==> src/sv/tshp_pkg.sv <==
// Shared types and constants of the transport stream header parser.
package tshp_pkg;

	localparam logic [7:0] SYNC_BYTE = 8'h47;
	localparam logic [7:0] PCR_BYTES = 8'd6;

	localparam logic [3:0] POS_SYNC     = 4'd0;
	localparam logic [3:0] POS_HDR_FIRST = 4'd1;
	localparam logic [3:0] POS_HDR_LAST = 4'd3;
	localparam logic [3:0] POS_ALEN     = 4'd4;
	localparam logic [3:0] POS_AFLAGS   = 4'd5;
	localparam logic [3:0] POS_PCR_LAST = 4'd11;

	localparam int ADAPT_BIT = 5;
	localparam int PCR_FLAG_BIT = 4;

	localparam logic [1:0] ST_OK        = 2'd0;
	localparam logic [1:0] ST_BAD_SYNC  = 2'd1;
	localparam logic [1:0] ST_SHORT_PCR = 2'd2;

	localparam logic [2:0] OP_NONE   = 3'd0;
	localparam logic [2:0] OP_START  = 3'd1;
	localparam logic [2:0] OP_HDR    = 3'd2;
	localparam logic [2:0] OP_ALEN   = 3'd3;
	localparam logic [2:0] OP_AFLAGS = 3'd4;
	localparam logic [2:0] OP_PCR    = 3'd5;

	typedef struct packed {
		logic [2:0] kind;
		logic [7:0] data;
		logic       emit;
		logic [1:0] status;
	} op_t;

	typedef struct packed {
		logic [1:0]  status;
		logic [2:0]  header_flags;
		logic [12:0] pid;
		logic [1:0]  scrambling;
		logic        adaptation_present;
		logic        payload_present;
		logic [3:0]  continuity;
		logic [7:0]  adaptation_length;
		logic [7:0]  adaptation_flags;
		logic [32:0] pcr_base;
		logic [8:0]  pcr_extension;
	} res_t;

endpackage

==> src/sv/tshp_fifo.sv <==
// Small register queue used between the parser stages and at the result side.
module tshp_fifo #(
	parameter type item_t = logic,
	parameter int DEPTH = 4
) (
	input  logic  clk,
	input  logic  arst_n,
	input  logic  wr_en,
	input  item_t wr_item,
	output logic  full,
	input  logic  rd_en,
	output item_t rd_item,
	output logic  empty
);

	localparam int AW = (DEPTH > 1) ? $clog2(DEPTH) : 1;
	localparam int CW = $clog2(DEPTH + 1);

	item_t mem_q [DEPTH];
	logic [AW-1:0] wr_ptr_q;
	logic [AW-1:0] rd_ptr_q;
	logic [CW-1:0] count_q;
	logic do_wr;
	logic do_rd;

	assign full = (count_q == CW'(DEPTH));
	assign empty = (count_q == '0);
	assign do_wr = wr_en && !full;
	assign do_rd = rd_en && !empty;
	assign rd_item = mem_q[rd_ptr_q];

	always_ff @(posedge clk) begin
		if (do_wr) begin
			mem_q[wr_ptr_q] <= wr_item;
		end
	end

	always_ff @(posedge clk or negedge arst_n) begin
		if (!arst_n) begin
			wr_ptr_q <= '0;
			rd_ptr_q <= '0;
			count_q <= '0;
		end else begin
			if (do_wr) begin
				wr_ptr_q <= (wr_ptr_q == AW'(DEPTH - 1)) ? '0 : wr_ptr_q + 1'b1;
			end
			if (do_rd) begin
				rd_ptr_q <= (rd_ptr_q == AW'(DEPTH - 1)) ? '0 : rd_ptr_q + 1'b1;
			end
			if (do_wr && !do_rd) begin
				count_q <= count_q + 1'b1;
			end else if (do_rd && !do_wr) begin
				count_q <= count_q - 1'b1;
			end
		end
	end

endmodule

==> src/sv/tshp_front.sv <==
// Front stage: tracks packet position and classifies each byte into a field operation.
module tshp_front (
	input  logic          clk,
	input  logic          arst_n,
	input  logic          push,
	input  logic [7:0]    data_byte,
	input  logic          packet_first,
	input  logic          q_full,
	output logic          q_wr,
	output tshp_pkg::op_t q_item
);

	logic [3:0] pos_q;
	logic       done_q;
	logic [7:0] aleft_q;
	logic [3:0] pos_n;
	logic       done_n;
	logic [7:0] aleft_n;
	logic [3:0] p;
	logic       d;
	logic [7:0] a;
	logic [7:0] a_dec;
	logic       accept;

	assign accept = push && !q_full;
	assign p = packet_first ? tshp_pkg::POS_SYNC : pos_q;
	assign d = packet_first ? 1'b0 : done_q;
	assign a = packet_first ? 8'd0 : aleft_q;
	assign a_dec = a - 8'd1;

	always_comb begin
		q_item = '0;
		q_item.kind = tshp_pkg::OP_NONE;
		q_item.status = tshp_pkg::ST_OK;
		q_item.data = data_byte;
		q_wr = 1'b0;
		pos_n = pos_q;
		done_n = done_q;
		aleft_n = aleft_q;
		if (accept) begin
			pos_n = p;
			done_n = d;
			aleft_n = a;
			if (!d) begin
				q_wr = 1'b1;
				pos_n = p + 4'd1;
				case (p) inside
					tshp_pkg::POS_SYNC: begin
						if (data_byte != tshp_pkg::SYNC_BYTE) begin
							q_item.kind = tshp_pkg::OP_NONE;
							q_item.emit = 1'b1;
							q_item.status = tshp_pkg::ST_BAD_SYNC;
							done_n = 1'b1;
						end else begin
							q_item.kind = tshp_pkg::OP_START;
						end
					end
					[tshp_pkg::POS_HDR_FIRST:tshp_pkg::POS_HDR_LAST]: begin
						q_item.kind = tshp_pkg::OP_HDR;
						if (p == tshp_pkg::POS_HDR_LAST && !data_byte[tshp_pkg::ADAPT_BIT]) begin
							q_item.emit = 1'b1;
							done_n = 1'b1;
						end
					end
					tshp_pkg::POS_ALEN: begin
						q_item.kind = tshp_pkg::OP_ALEN;
						aleft_n = data_byte;
						if (data_byte == 8'd0) begin
							q_item.emit = 1'b1;
							done_n = 1'b1;
						end
					end
					tshp_pkg::POS_AFLAGS: begin
						q_item.kind = tshp_pkg::OP_AFLAGS;
						aleft_n = a_dec;
						if (a_dec == 8'd0 || !data_byte[tshp_pkg::PCR_FLAG_BIT]) begin
							q_item.emit = 1'b1;
							done_n = 1'b1;
						end else if (a_dec < tshp_pkg::PCR_BYTES) begin
							q_item.emit = 1'b1;
							q_item.status = tshp_pkg::ST_SHORT_PCR;
							done_n = 1'b1;
						end
					end
					default: begin
						q_item.kind = tshp_pkg::OP_PCR;
						if (p >= tshp_pkg::POS_PCR_LAST) begin
							aleft_n = a - tshp_pkg::PCR_BYTES;
							q_item.emit = 1'b1;
							done_n = 1'b1;
						end
					end
				endcase
			end
		end
	end

	always_ff @(posedge clk or negedge arst_n) begin
		if (!arst_n) begin
			pos_q <= '0;
			done_q <= 1'b1;
			aleft_q <= '0;
		end else begin
			pos_q <= pos_n;
			done_q <= done_n;
			aleft_q <= aleft_n;
		end
	end

endmodule

==> src/sv/tshp_back.sv <==
// Back stage: applies field operations to the header registers and builds results.
module tshp_back (
	input  logic           clk,
	input  logic           q_empty,
	input  tshp_pkg::op_t  q_item,
	output logic           q_rd,
	input  logic           r_full,
	output logic           r_wr,
	output tshp_pkg::res_t r_item
);

	logic [23:0] hdr_q;
	logic [7:0]  alen_q;
	logic [7:0]  aflags_q;
	logic [47:0] pcr_q;
	logic [23:0] hdr_n;
	logic [7:0]  alen_n;
	logic [7:0]  aflags_n;
	logic [47:0] pcr_n;
	logic        go;

	assign go = !q_empty && (!q_item.emit || !r_full);
	assign q_rd = go;
	assign r_wr = go && q_item.emit;

	always_comb begin
		hdr_n = hdr_q;
		alen_n = alen_q;
		aflags_n = aflags_q;
		pcr_n = pcr_q;
		case (q_item.kind)
			tshp_pkg::OP_START: begin
				hdr_n = '0;
				alen_n = '0;
				aflags_n = '0;
				pcr_n = '0;
			end
			tshp_pkg::OP_HDR:    hdr_n = {hdr_q[15:0], q_item.data};
			tshp_pkg::OP_ALEN:   alen_n = q_item.data;
			tshp_pkg::OP_AFLAGS: aflags_n = q_item.data;
			tshp_pkg::OP_PCR:    pcr_n = {pcr_q[39:0], q_item.data};
			default: ;
		endcase
	end

	always_comb begin
		r_item = '0;
		r_item.status = q_item.status;
		if (q_item.status != tshp_pkg::ST_BAD_SYNC) begin
			r_item.header_flags = hdr_n[23:21];
			r_item.pid = hdr_n[20:8];
			r_item.scrambling = hdr_n[7:6];
			r_item.adaptation_present = hdr_n[5];
			r_item.payload_present = hdr_n[4];
			r_item.continuity = hdr_n[3:0];
			r_item.adaptation_length = alen_n;
			r_item.adaptation_flags = aflags_n;
			if (q_item.kind == tshp_pkg::OP_PCR) begin
				r_item.pcr_base = pcr_n[47:15];
				r_item.pcr_extension = pcr_n[8:0];
			end
		end
	end

	always_ff @(posedge clk) begin
		if (go) begin
			hdr_q <= hdr_n;
			alen_q <= alen_n;
			aflags_q <= aflags_n;
			pcr_q <= pcr_n;
		end
	end

endmodule

==> src/sv/transport_stream_header_parser.sv <==
// Top level of the transport stream header parser.
// Takes one stream byte per cycle and gives one result per packet not cut short by the next
// packet_first, once its sync byte is bad or its header, adaptation length and flags and, when
// flagged, its PCR have been read. A byte is taken every cycle while full is low; full rises
// only when the operation queue between the classifying front stage and the field-building
// back stage fills, which happens when results are not popped and the result queue is full.
// The closing byte's operation and then its result are registered in the two queues in turn.
module transport_stream_header_parser #(
	parameter int MID_DEPTH = 4,
	parameter int OUT_DEPTH = 2
) (
	input  logic        clk,
	input  logic        arst_n,
	input  logic        push,
	output logic        full,
	input  logic [7:0]  data_byte,
	input  logic        packet_first,
	output logic        empty,
	input  logic        pop,
	output logic [1:0]  status,
	output logic [2:0]  header_flags,
	output logic [12:0] pid,
	output logic [1:0]  scrambling,
	output logic        adaptation_present,
	output logic        payload_present,
	output logic [3:0]  continuity,
	output logic [7:0]  adaptation_length,
	output logic [7:0]  adaptation_flags,
	output logic [32:0] pcr_base,
	output logic [8:0]  pcr_extension
);

	tshp_pkg::op_t  op_wr_item;
	tshp_pkg::op_t  op_rd_item;
	tshp_pkg::res_t res_wr_item;
	tshp_pkg::res_t res_rd_item;
	logic op_wr;
	logic op_rd;
	logic op_full;
	logic op_empty;
	logic res_wr;
	logic res_full;

	assign full = op_full;

	tshp_front u_front (
		.clk          (clk),
		.arst_n       (arst_n),
		.push         (push),
		.data_byte    (data_byte),
		.packet_first (packet_first),
		.q_full       (op_full),
		.q_wr         (op_wr),
		.q_item       (op_wr_item)
	);

	tshp_fifo #(
		.item_t (tshp_pkg::op_t),
		.DEPTH  (MID_DEPTH)
	) u_op_fifo (
		.clk     (clk),
		.arst_n  (arst_n),
		.wr_en   (op_wr),
		.wr_item (op_wr_item),
		.full    (op_full),
		.rd_en   (op_rd),
		.rd_item (op_rd_item),
		.empty   (op_empty)
	);

	tshp_back u_back (
		.clk     (clk),
		.q_empty (op_empty),
		.q_item  (op_rd_item),
		.q_rd    (op_rd),
		.r_full  (res_full),
		.r_wr    (res_wr),
		.r_item  (res_wr_item)
	);

	tshp_fifo #(
		.item_t (tshp_pkg::res_t),
		.DEPTH  (OUT_DEPTH)
	) u_res_fifo (
		.clk     (clk),
		.arst_n  (arst_n),
		.wr_en   (res_wr),
		.wr_item (res_wr_item),
		.full    (res_full),
		.rd_en   (pop),
		.rd_item (res_rd_item),
		.empty   (empty)
	);

	assign status = res_rd_item.status;
	assign header_flags = res_rd_item.header_flags;
	assign pid = res_rd_item.pid;
	assign scrambling = res_rd_item.scrambling;
	assign adaptation_present = res_rd_item.adaptation_present;
	assign payload_present = res_rd_item.payload_present;
	assign continuity = res_rd_item.continuity;
	assign adaptation_length = res_rd_item.adaptation_length;
	assign adaptation_flags = res_rd_item.adaptation_flags;
	assign pcr_base = res_rd_item.pcr_base;
	assign pcr_extension = res_rd_item.pcr_extension;

	a_status_known: assert property (@(posedge clk) disable iff (!arst_n)
		!empty |-> (status == tshp_pkg::ST_OK || status == tshp_pkg::ST_BAD_SYNC ||
			status == tshp_pkg::ST_SHORT_PCR))
		else $error("result status out of range");

	a_bad_sync_zero: assert property (@(posedge clk) disable iff (!arst_n)
		(!empty && status == tshp_pkg::ST_BAD_SYNC) |->
			(pid == '0 && header_flags == '0 && adaptation_length == '0 &&
			adaptation_flags == '0))
		else $error("bad sync result carries header fields");

	a_no_pcr_on_error: assert property (@(posedge clk) disable iff (!arst_n)
		(!empty && status != tshp_pkg::ST_OK) |-> (pcr_base == '0 && pcr_extension == '0))
		else $error("PCR reported on a failed packet");

	a_short_needs_adapt: assert property (@(posedge clk) disable iff (!arst_n)
		(!empty && status == tshp_pkg::ST_SHORT_PCR) |->
			(adaptation_present && adaptation_flags[tshp_pkg::PCR_FLAG_BIT]))
		else $error("short PCR status without flagged adaptation field");

endmodule

==> config.mk <==
export PLATFORM = sky130hd
export DESIGN_NAME = transport_stream_header_parser
export DESIGN_NICKNAME = d
export VERILOG_FILES = /design/src/sv/tshp_pkg.sv /design/src/sv/tshp_fifo.sv /design/src/sv/tshp_front.sv /design/src/sv/tshp_back.sv /design/src/sv/transport_stream_header_parser.sv
export SDC_FILE = /design/constraint.sdc
export NUM_CORES = 1
export LEC_CHECK = 0
export BUFFER_PORTS_ARGS = -buffer_cell sky130_fd_sc_hd__buf_4
export CORE_ASPECT_RATIO = 1.4
export CORE_MARGIN = 2
export CORE_UTILIZATION = 50
export DETAILED_ROUTE_END_ITERATION = 16
export PLACE_DENSITY = 0.8
export SYNTH_ARGS = -nofsm -noshare
export SYNTH_HDL_FRONTEND = slang
export SYNTH_HIERARCHICAL = 1
export SYNTH_SLANG_ARGS = --single-unit
==> constraint.sdc <==
create_clock -name clk -period 14.2 [get_ports clk]
set_input_delay 1.42 -clock clk [delete_from_list [all_inputs] [get_ports clk]]
set_output_delay 1.42 -clock clk [all_outputs]
set_load 0.01 [all_outputs]
* After elaboration in Yosys (flattened, before gate mapping)
Memories as Yosys holds them, arrays and structs flattened.
Cells that the tools add are included.
** Word-level totals
- Memories :: 2
- Flip-flop bits (word level) :: 112
- Input bits :: 13
- Bits in writable memories :: 224
- Output and inout bits :: 86
- Logic and storage cells :: 142
** Memory list
- u_res_fifo.mem_q :: depth 2, bits a word 84, read ports 1, clocked after Yosys merged registers in 0, wr ports 1, RTL line tshp_fifo.sv:19 : item_t mem_q [DEPTH];
- u_op_fifo.mem_q :: depth 4, bits a word 14, read ports 1, clocked after Yosys merged registers in 0, wr ports 1, RTL line tshp_fifo.sv:19
** Cells by class
- Magnitude comparators :: 4
- Reduce and logical (&&, ||, !) cells :: 35
- Eq/ne operators :: 14
- Mux-type cells :: 62
- Add/subtract/negate cells :: 11
** Operators with widths (count)
- $pmux W48 S2 :: 1
- $mux W82 :: 1
- $mux W8 :: 7
- $pmux W24 S2 :: 1
- $mux W42 :: 1
- $mux W3 :: 11
- $pmux W8 S2 :: 2
- $mux W1 :: 27
- $mux W2 :: 9
- $logic_not A8 Y1 :: 2
- $logic_and A1 B1 Y1 :: 13
- $logic_not A1 Y1 :: 11
- $eq A3 B3 Y1 const B :: 3
- $eq A4 B3 Y1 const B :: 2
- $lt A8 B3 Y1 const B :: 1
- $mux W4 :: 2
- $ne A8 B7 Y1 const B :: 1
- $sub A8 B1 Y8 const B :: 1
- $sub A8 B3 Y8 const B :: 1
- $add A2 B1 Y2 const B :: 3
- $eq A2 B2 Y1 const B :: 3
- $eq A3 B2 Y1 const B :: 2
- $reduce_bool A2 Y1 :: 3
- $add A4 B1 Y4 const B :: 1
- 15 further kinds :: 17

* Depth between registers and ports, before layout
- Word-level depth :: 11
- Gate-level depth with buffers :: 12
- Mapped depth without buffers :: 11

* By module
The synthesis kept the hierarchy.
** Modules (own cells, without submodules)
- tshp_fifo at u_res_fifo :: times used 1, cells an instance 280, area each 6266.0 sq um, seq. area each 5144.9 sq um
- tshp_back :: times used 1, cells an instance 477, area each 4649.5 sq um, seq. area each 2402.3 sq um
- tshp_fifo at u_op_fifo :: times used 1, cells an instance 110, area each 2481.1 sq um, seq. area each 1856.8 sq um
- tshp_front :: times used 1, cells an instance 182, area each 1420.1 sq um, seq. area each 326.6 sq um

* Least setup slack after synthesis
OpenSTA, ideal clock, no wires.
- Kind :: reg2reg
- Start point :: register u_op_fifo.rd_ptr_q[0]
- End point :: memory u_res_fifo/mem_q[0][0] in the netlist's numbering (enable)
- Setup slack :: 4.876 ns
- Arrival :: 8.797 ns
- Cell stages (with the launch flop) :: 7
- Library setup time :: 0.527 ns
- Buffers on the path :: 1
- Required time :: 13.673 ns
- Period minus slack after synthesis :: 9.324 ns
- Cells stage by stage :: dfrtp_1 buf_6 mux4_2 a21oi_1 and2_1 nand2_1 nor2_1
** RTL lines
- start: declaration :: RTL line tshp_fifo.sv:21 : logic [AW-1:0] rd_ptr_q;
- start signal: assignment :: RTL line tshp_fifo.sv:48 : rd_ptr_q <= (rd_ptr_q == AW'(DEPTH - 1)) ? '0 : rd_ptr_q + 1'b1;
- end: declaration :: RTL line tshp_fifo.sv:19

==> summary.txt <==
Cells and area
  – Nets@finish: 1,135
  – Commonest cells after routing, fill and taps aside: edfxtp_1, nand2_1, buf_4
  – Fillers: 2,262
  – N_diodes: 0
  – Share of layout cells above drive strength 1: 20.35%
  – Synth-to-Final Area Change: 12.42%
  – Register area: 9734 µm²
  – Most common cell after layout, fill and taps aside: edfxtp_1
  – Finished Cell Area: 16,660 µm²
  – Multi-input logic area: 4467 µm²

Logic synthesis
  – Synth Flop Type: edfxtp_1
  – Syn Std Cell Area: 14,820 µm²
  – Yosys reg bits: 328
  – Ys async rst share: 7.317%
  – Register area share after synthesis: 65.67%
  – Cells after Synth: 1,049
  – Syn nets: 1,076
  – Number of synthesized flops with an enable pin: 304
  – Top cell type by total area after synthesis: edfxtp_1
  – Yosys warns: 6
  – Dominant cells by area after synthesis: edfxtp_1, dfrtp_1, mux2_1, nand2_1, mux2_2
  – Post-synth top area share: 61.61%
  – Syn_area_per_cell: 14.12 µm²
  – Synth unique cells: 72

GRT
  – Global-route wire length before repair: 45,030 µm
  – Initial antenna violation count: 0
  – Pin count of the biggest net entering global routing: 85
  – Grt ovf: 0
  – Overall routing resource usage: 18.32%
  – Vias in the first global route: 8,458

Clocking
  – Total CTS buffers: 29
  – CTS Buffer Depth: 3
  – Clk slew on worst S/H paths: 70 ps
  – Post-CTS Setup Inserts: 0
  – Resize count post-CTS: 0
  – CTS sink cnt: 328
  – H-tree depth: 1
  – CTS Hold Bufs: 0
  – Skew-Pair Late Insertion Delay: 570 ps
  – CTS root buffer: clkbuf_16
  – CTS tree: yes

Placed design
  – Post-DP HPWL: 18,010 µm
  – Pre-CTS setup slack: 10,140 ps
  – Post-Place Cell Area: 15,650 µm²
  – Port Buffers: 98
  – Gp weighted congestion: 0.9083

Setup path
  – Reg2Reg Setup Slack: 10,160 ps
  – RR Startpoint: u_op_fifo/rd_ptr_q[1]
  – Reg-to-Reg End: u_res_fifo/mem_q[1][77]
  – Critical path origin: u_op_fifo/rd_ptr_q[1]
  – Reg2Reg Depth: 6
  – Worst setup path end: u_res_fifo/mem_q[1][77]
  – Crit path max fanout: 77
  – CP Launch Type: register
  – Kind of critical path: reg2reg
  – Arrival time at the worst endpoint: 4210 ps
  – Data required time of the worst path: 14,370 ps
  – Crit. End Element: register

Die
  – Ports: 99
  – Die H: 207.7 µm
  – Die Area: 31,050 µm²
  – Die width: 149.5 µm
  – # rows: 74
  – Initial core utilization: 50.80%
  – Area of the core: 29,170 µm²

STA
  – Max-slew violation count: 0
  – Worst slew margin: 19.96%
  – Hold Fails Final Rpt: 0
  – RSZ-0062 raised after global routing: no
  – Setup ws final: 10,160 ps
  – Worst slew pin tran: 1201 ps
  – Final Critical Period: 4043 ps
  – Fin Setup TNS: 0 ps
  – Final period utilization: 28.47%
  – Final clock skew: 33.88 ps
  – Max Clk Rate: 247.4 MHz
  – Setup-failing EPs final: 0
  – Final hold slack: 519.6 ps

Power and ir drop
  – Max VDD drop: 0.0001263 V
  – Pleak: 6.303 nW
  – Power density over the cells: 257.9 nW/µm²

Drt
  – WL final: 28,720 µm
  – Drt wl/cell: 19.02 µm
  – Via count: 8,513
  – Initial DRC Count: 729
  – Pre-antenna DRT Iters: 5
  – Routed Antenna Nets: 0
  – Via density: 5.638
  – DR DRC count: 0

Hold path
  – Hold Crit Class: reg2reg
  – Hold Path Cell Cnt: 1

Flow run
  – Max-cap viol count: 0

Status
  – Outcome: completed
worst max-delay path: stages (launching register included):
cell	delay, ps
dfrtp_1	760
mux4_2	460
a21oi_4	160
buf_4	770
and2_1	250
and3_4	460
buf_4	690
final cells by class:
| type | count | share of cell area [%] |
|---|---|---|
| flip-flops and latches | 328 | 58.44 |
| multi-input cells | 599 | 26.82 |
| repair buffers | 109 | 4.913 |
| clock buffers | 34 | 4.529 |
| well taps | 380 | 2.854 |
| clock inverters | 19 | 1.525 |
| inverters | 41 | 0.9239 |
worst min path at each step:
stage,from,to
after floorplan,u_res_fifo/wr_ptr_q,u_res_fifo/wr_ptr_q
after global placement,u_res_fifo/count_q[1],u_res_fifo/count_q[1]
after detailed placement,u_front/pos_q[1],u_front/pos_q[1]
after CTS,u_front/pos_q[1],u_front/pos_q[1]
after global routing,u_back/pcr_q[39],u_back/pcr_q[39]
final,u_res_fifo/count_q[1],u_res_fifo/count_q[1]
through the flow:
step	util (%)	cells	power, mW
6_report	57.11	1510	4.296
5_1_grt	57.11	1510	4.556
4_1_cts	57.11	1510	4.341
3_5_place_dp	53.66	1457	3.509
3_3_place_gp	53.66	1457	3.442
2_1_floorplan	-	1049	2.959
synthesized netlist by cell type (4+ instances only):
library cell and instances:
a211oi_1 25, a21oi_1 23, a22oi_1 4, a32oi_1 9, and2_1 48, and3_1 9
and4bb_2 6, buf_2 16, buf_4 15, buf_6 15, clkbuf_1 33, dfrtp_1 23
edfxtp_1 304, ha_1 13, inv_1 41, mux2_1 51, mux2_2 35, mux4_2 14
nand2_1 116, nand2b_1 8, nand3_1 28, nand4b_1 8, nor2_1 52, nor2b_1 5
nor3_1 9, nor3b_1 26, nor4bb_1 19, o21ai_0 24, xnor2_1 6, xor2_1 4
metal layers:
layer,up-vias,part of all wire [%],GRT usage [%]
met5,-,0,0
met4,0,2.8,6.076
met3,57,4.9,2.132
met2,256,54,33.12
met1,4185,39,22.63
li1,4015,-,-
cells by family (layout without fill, tap and decap cells):
family                     Yosys count  count (layout)  synth area share, %
DFF                                328             328                65.67
and+or+nand+nor                    350             350                13.19
adders and majority gates           14              14                1.233
xor gates and xnor gates            10              10               0.5911
buffers and inverters              122             203                4.374
muxes                              103             103                8.934
AOI/OAI and AO/OA                  122             122                6.004
power by group:
part           switching [mW]  internal (mW)
registers               0.165           1.66
clock network           0.346          0.476
logic                    1.00          0.646
sequential cells by signal, indices dropped and copies added (netlist names):
register and cells:
u_front/aleft_q 8, u_back/alen_q 8, u_front/done_q 1, u_res_fifo/wr_ptr_q 1, u_op_fifo/mem_q 56, u_front/pos_q 4, u_res_fifo/mem_q 168, u_back/pcr_q 40
u_back/hdr_q 24, u_back/aflags_q 8, u_op_fifo/count_q 3, u_res_fifo/rd_ptr_q 1, u_res_fifo/count_q 2, u_op_fifo/rd_ptr_q 2, u_op_fifo/wr_ptr_q 2
Note: power is estimated with default switching activity, not from simulation.
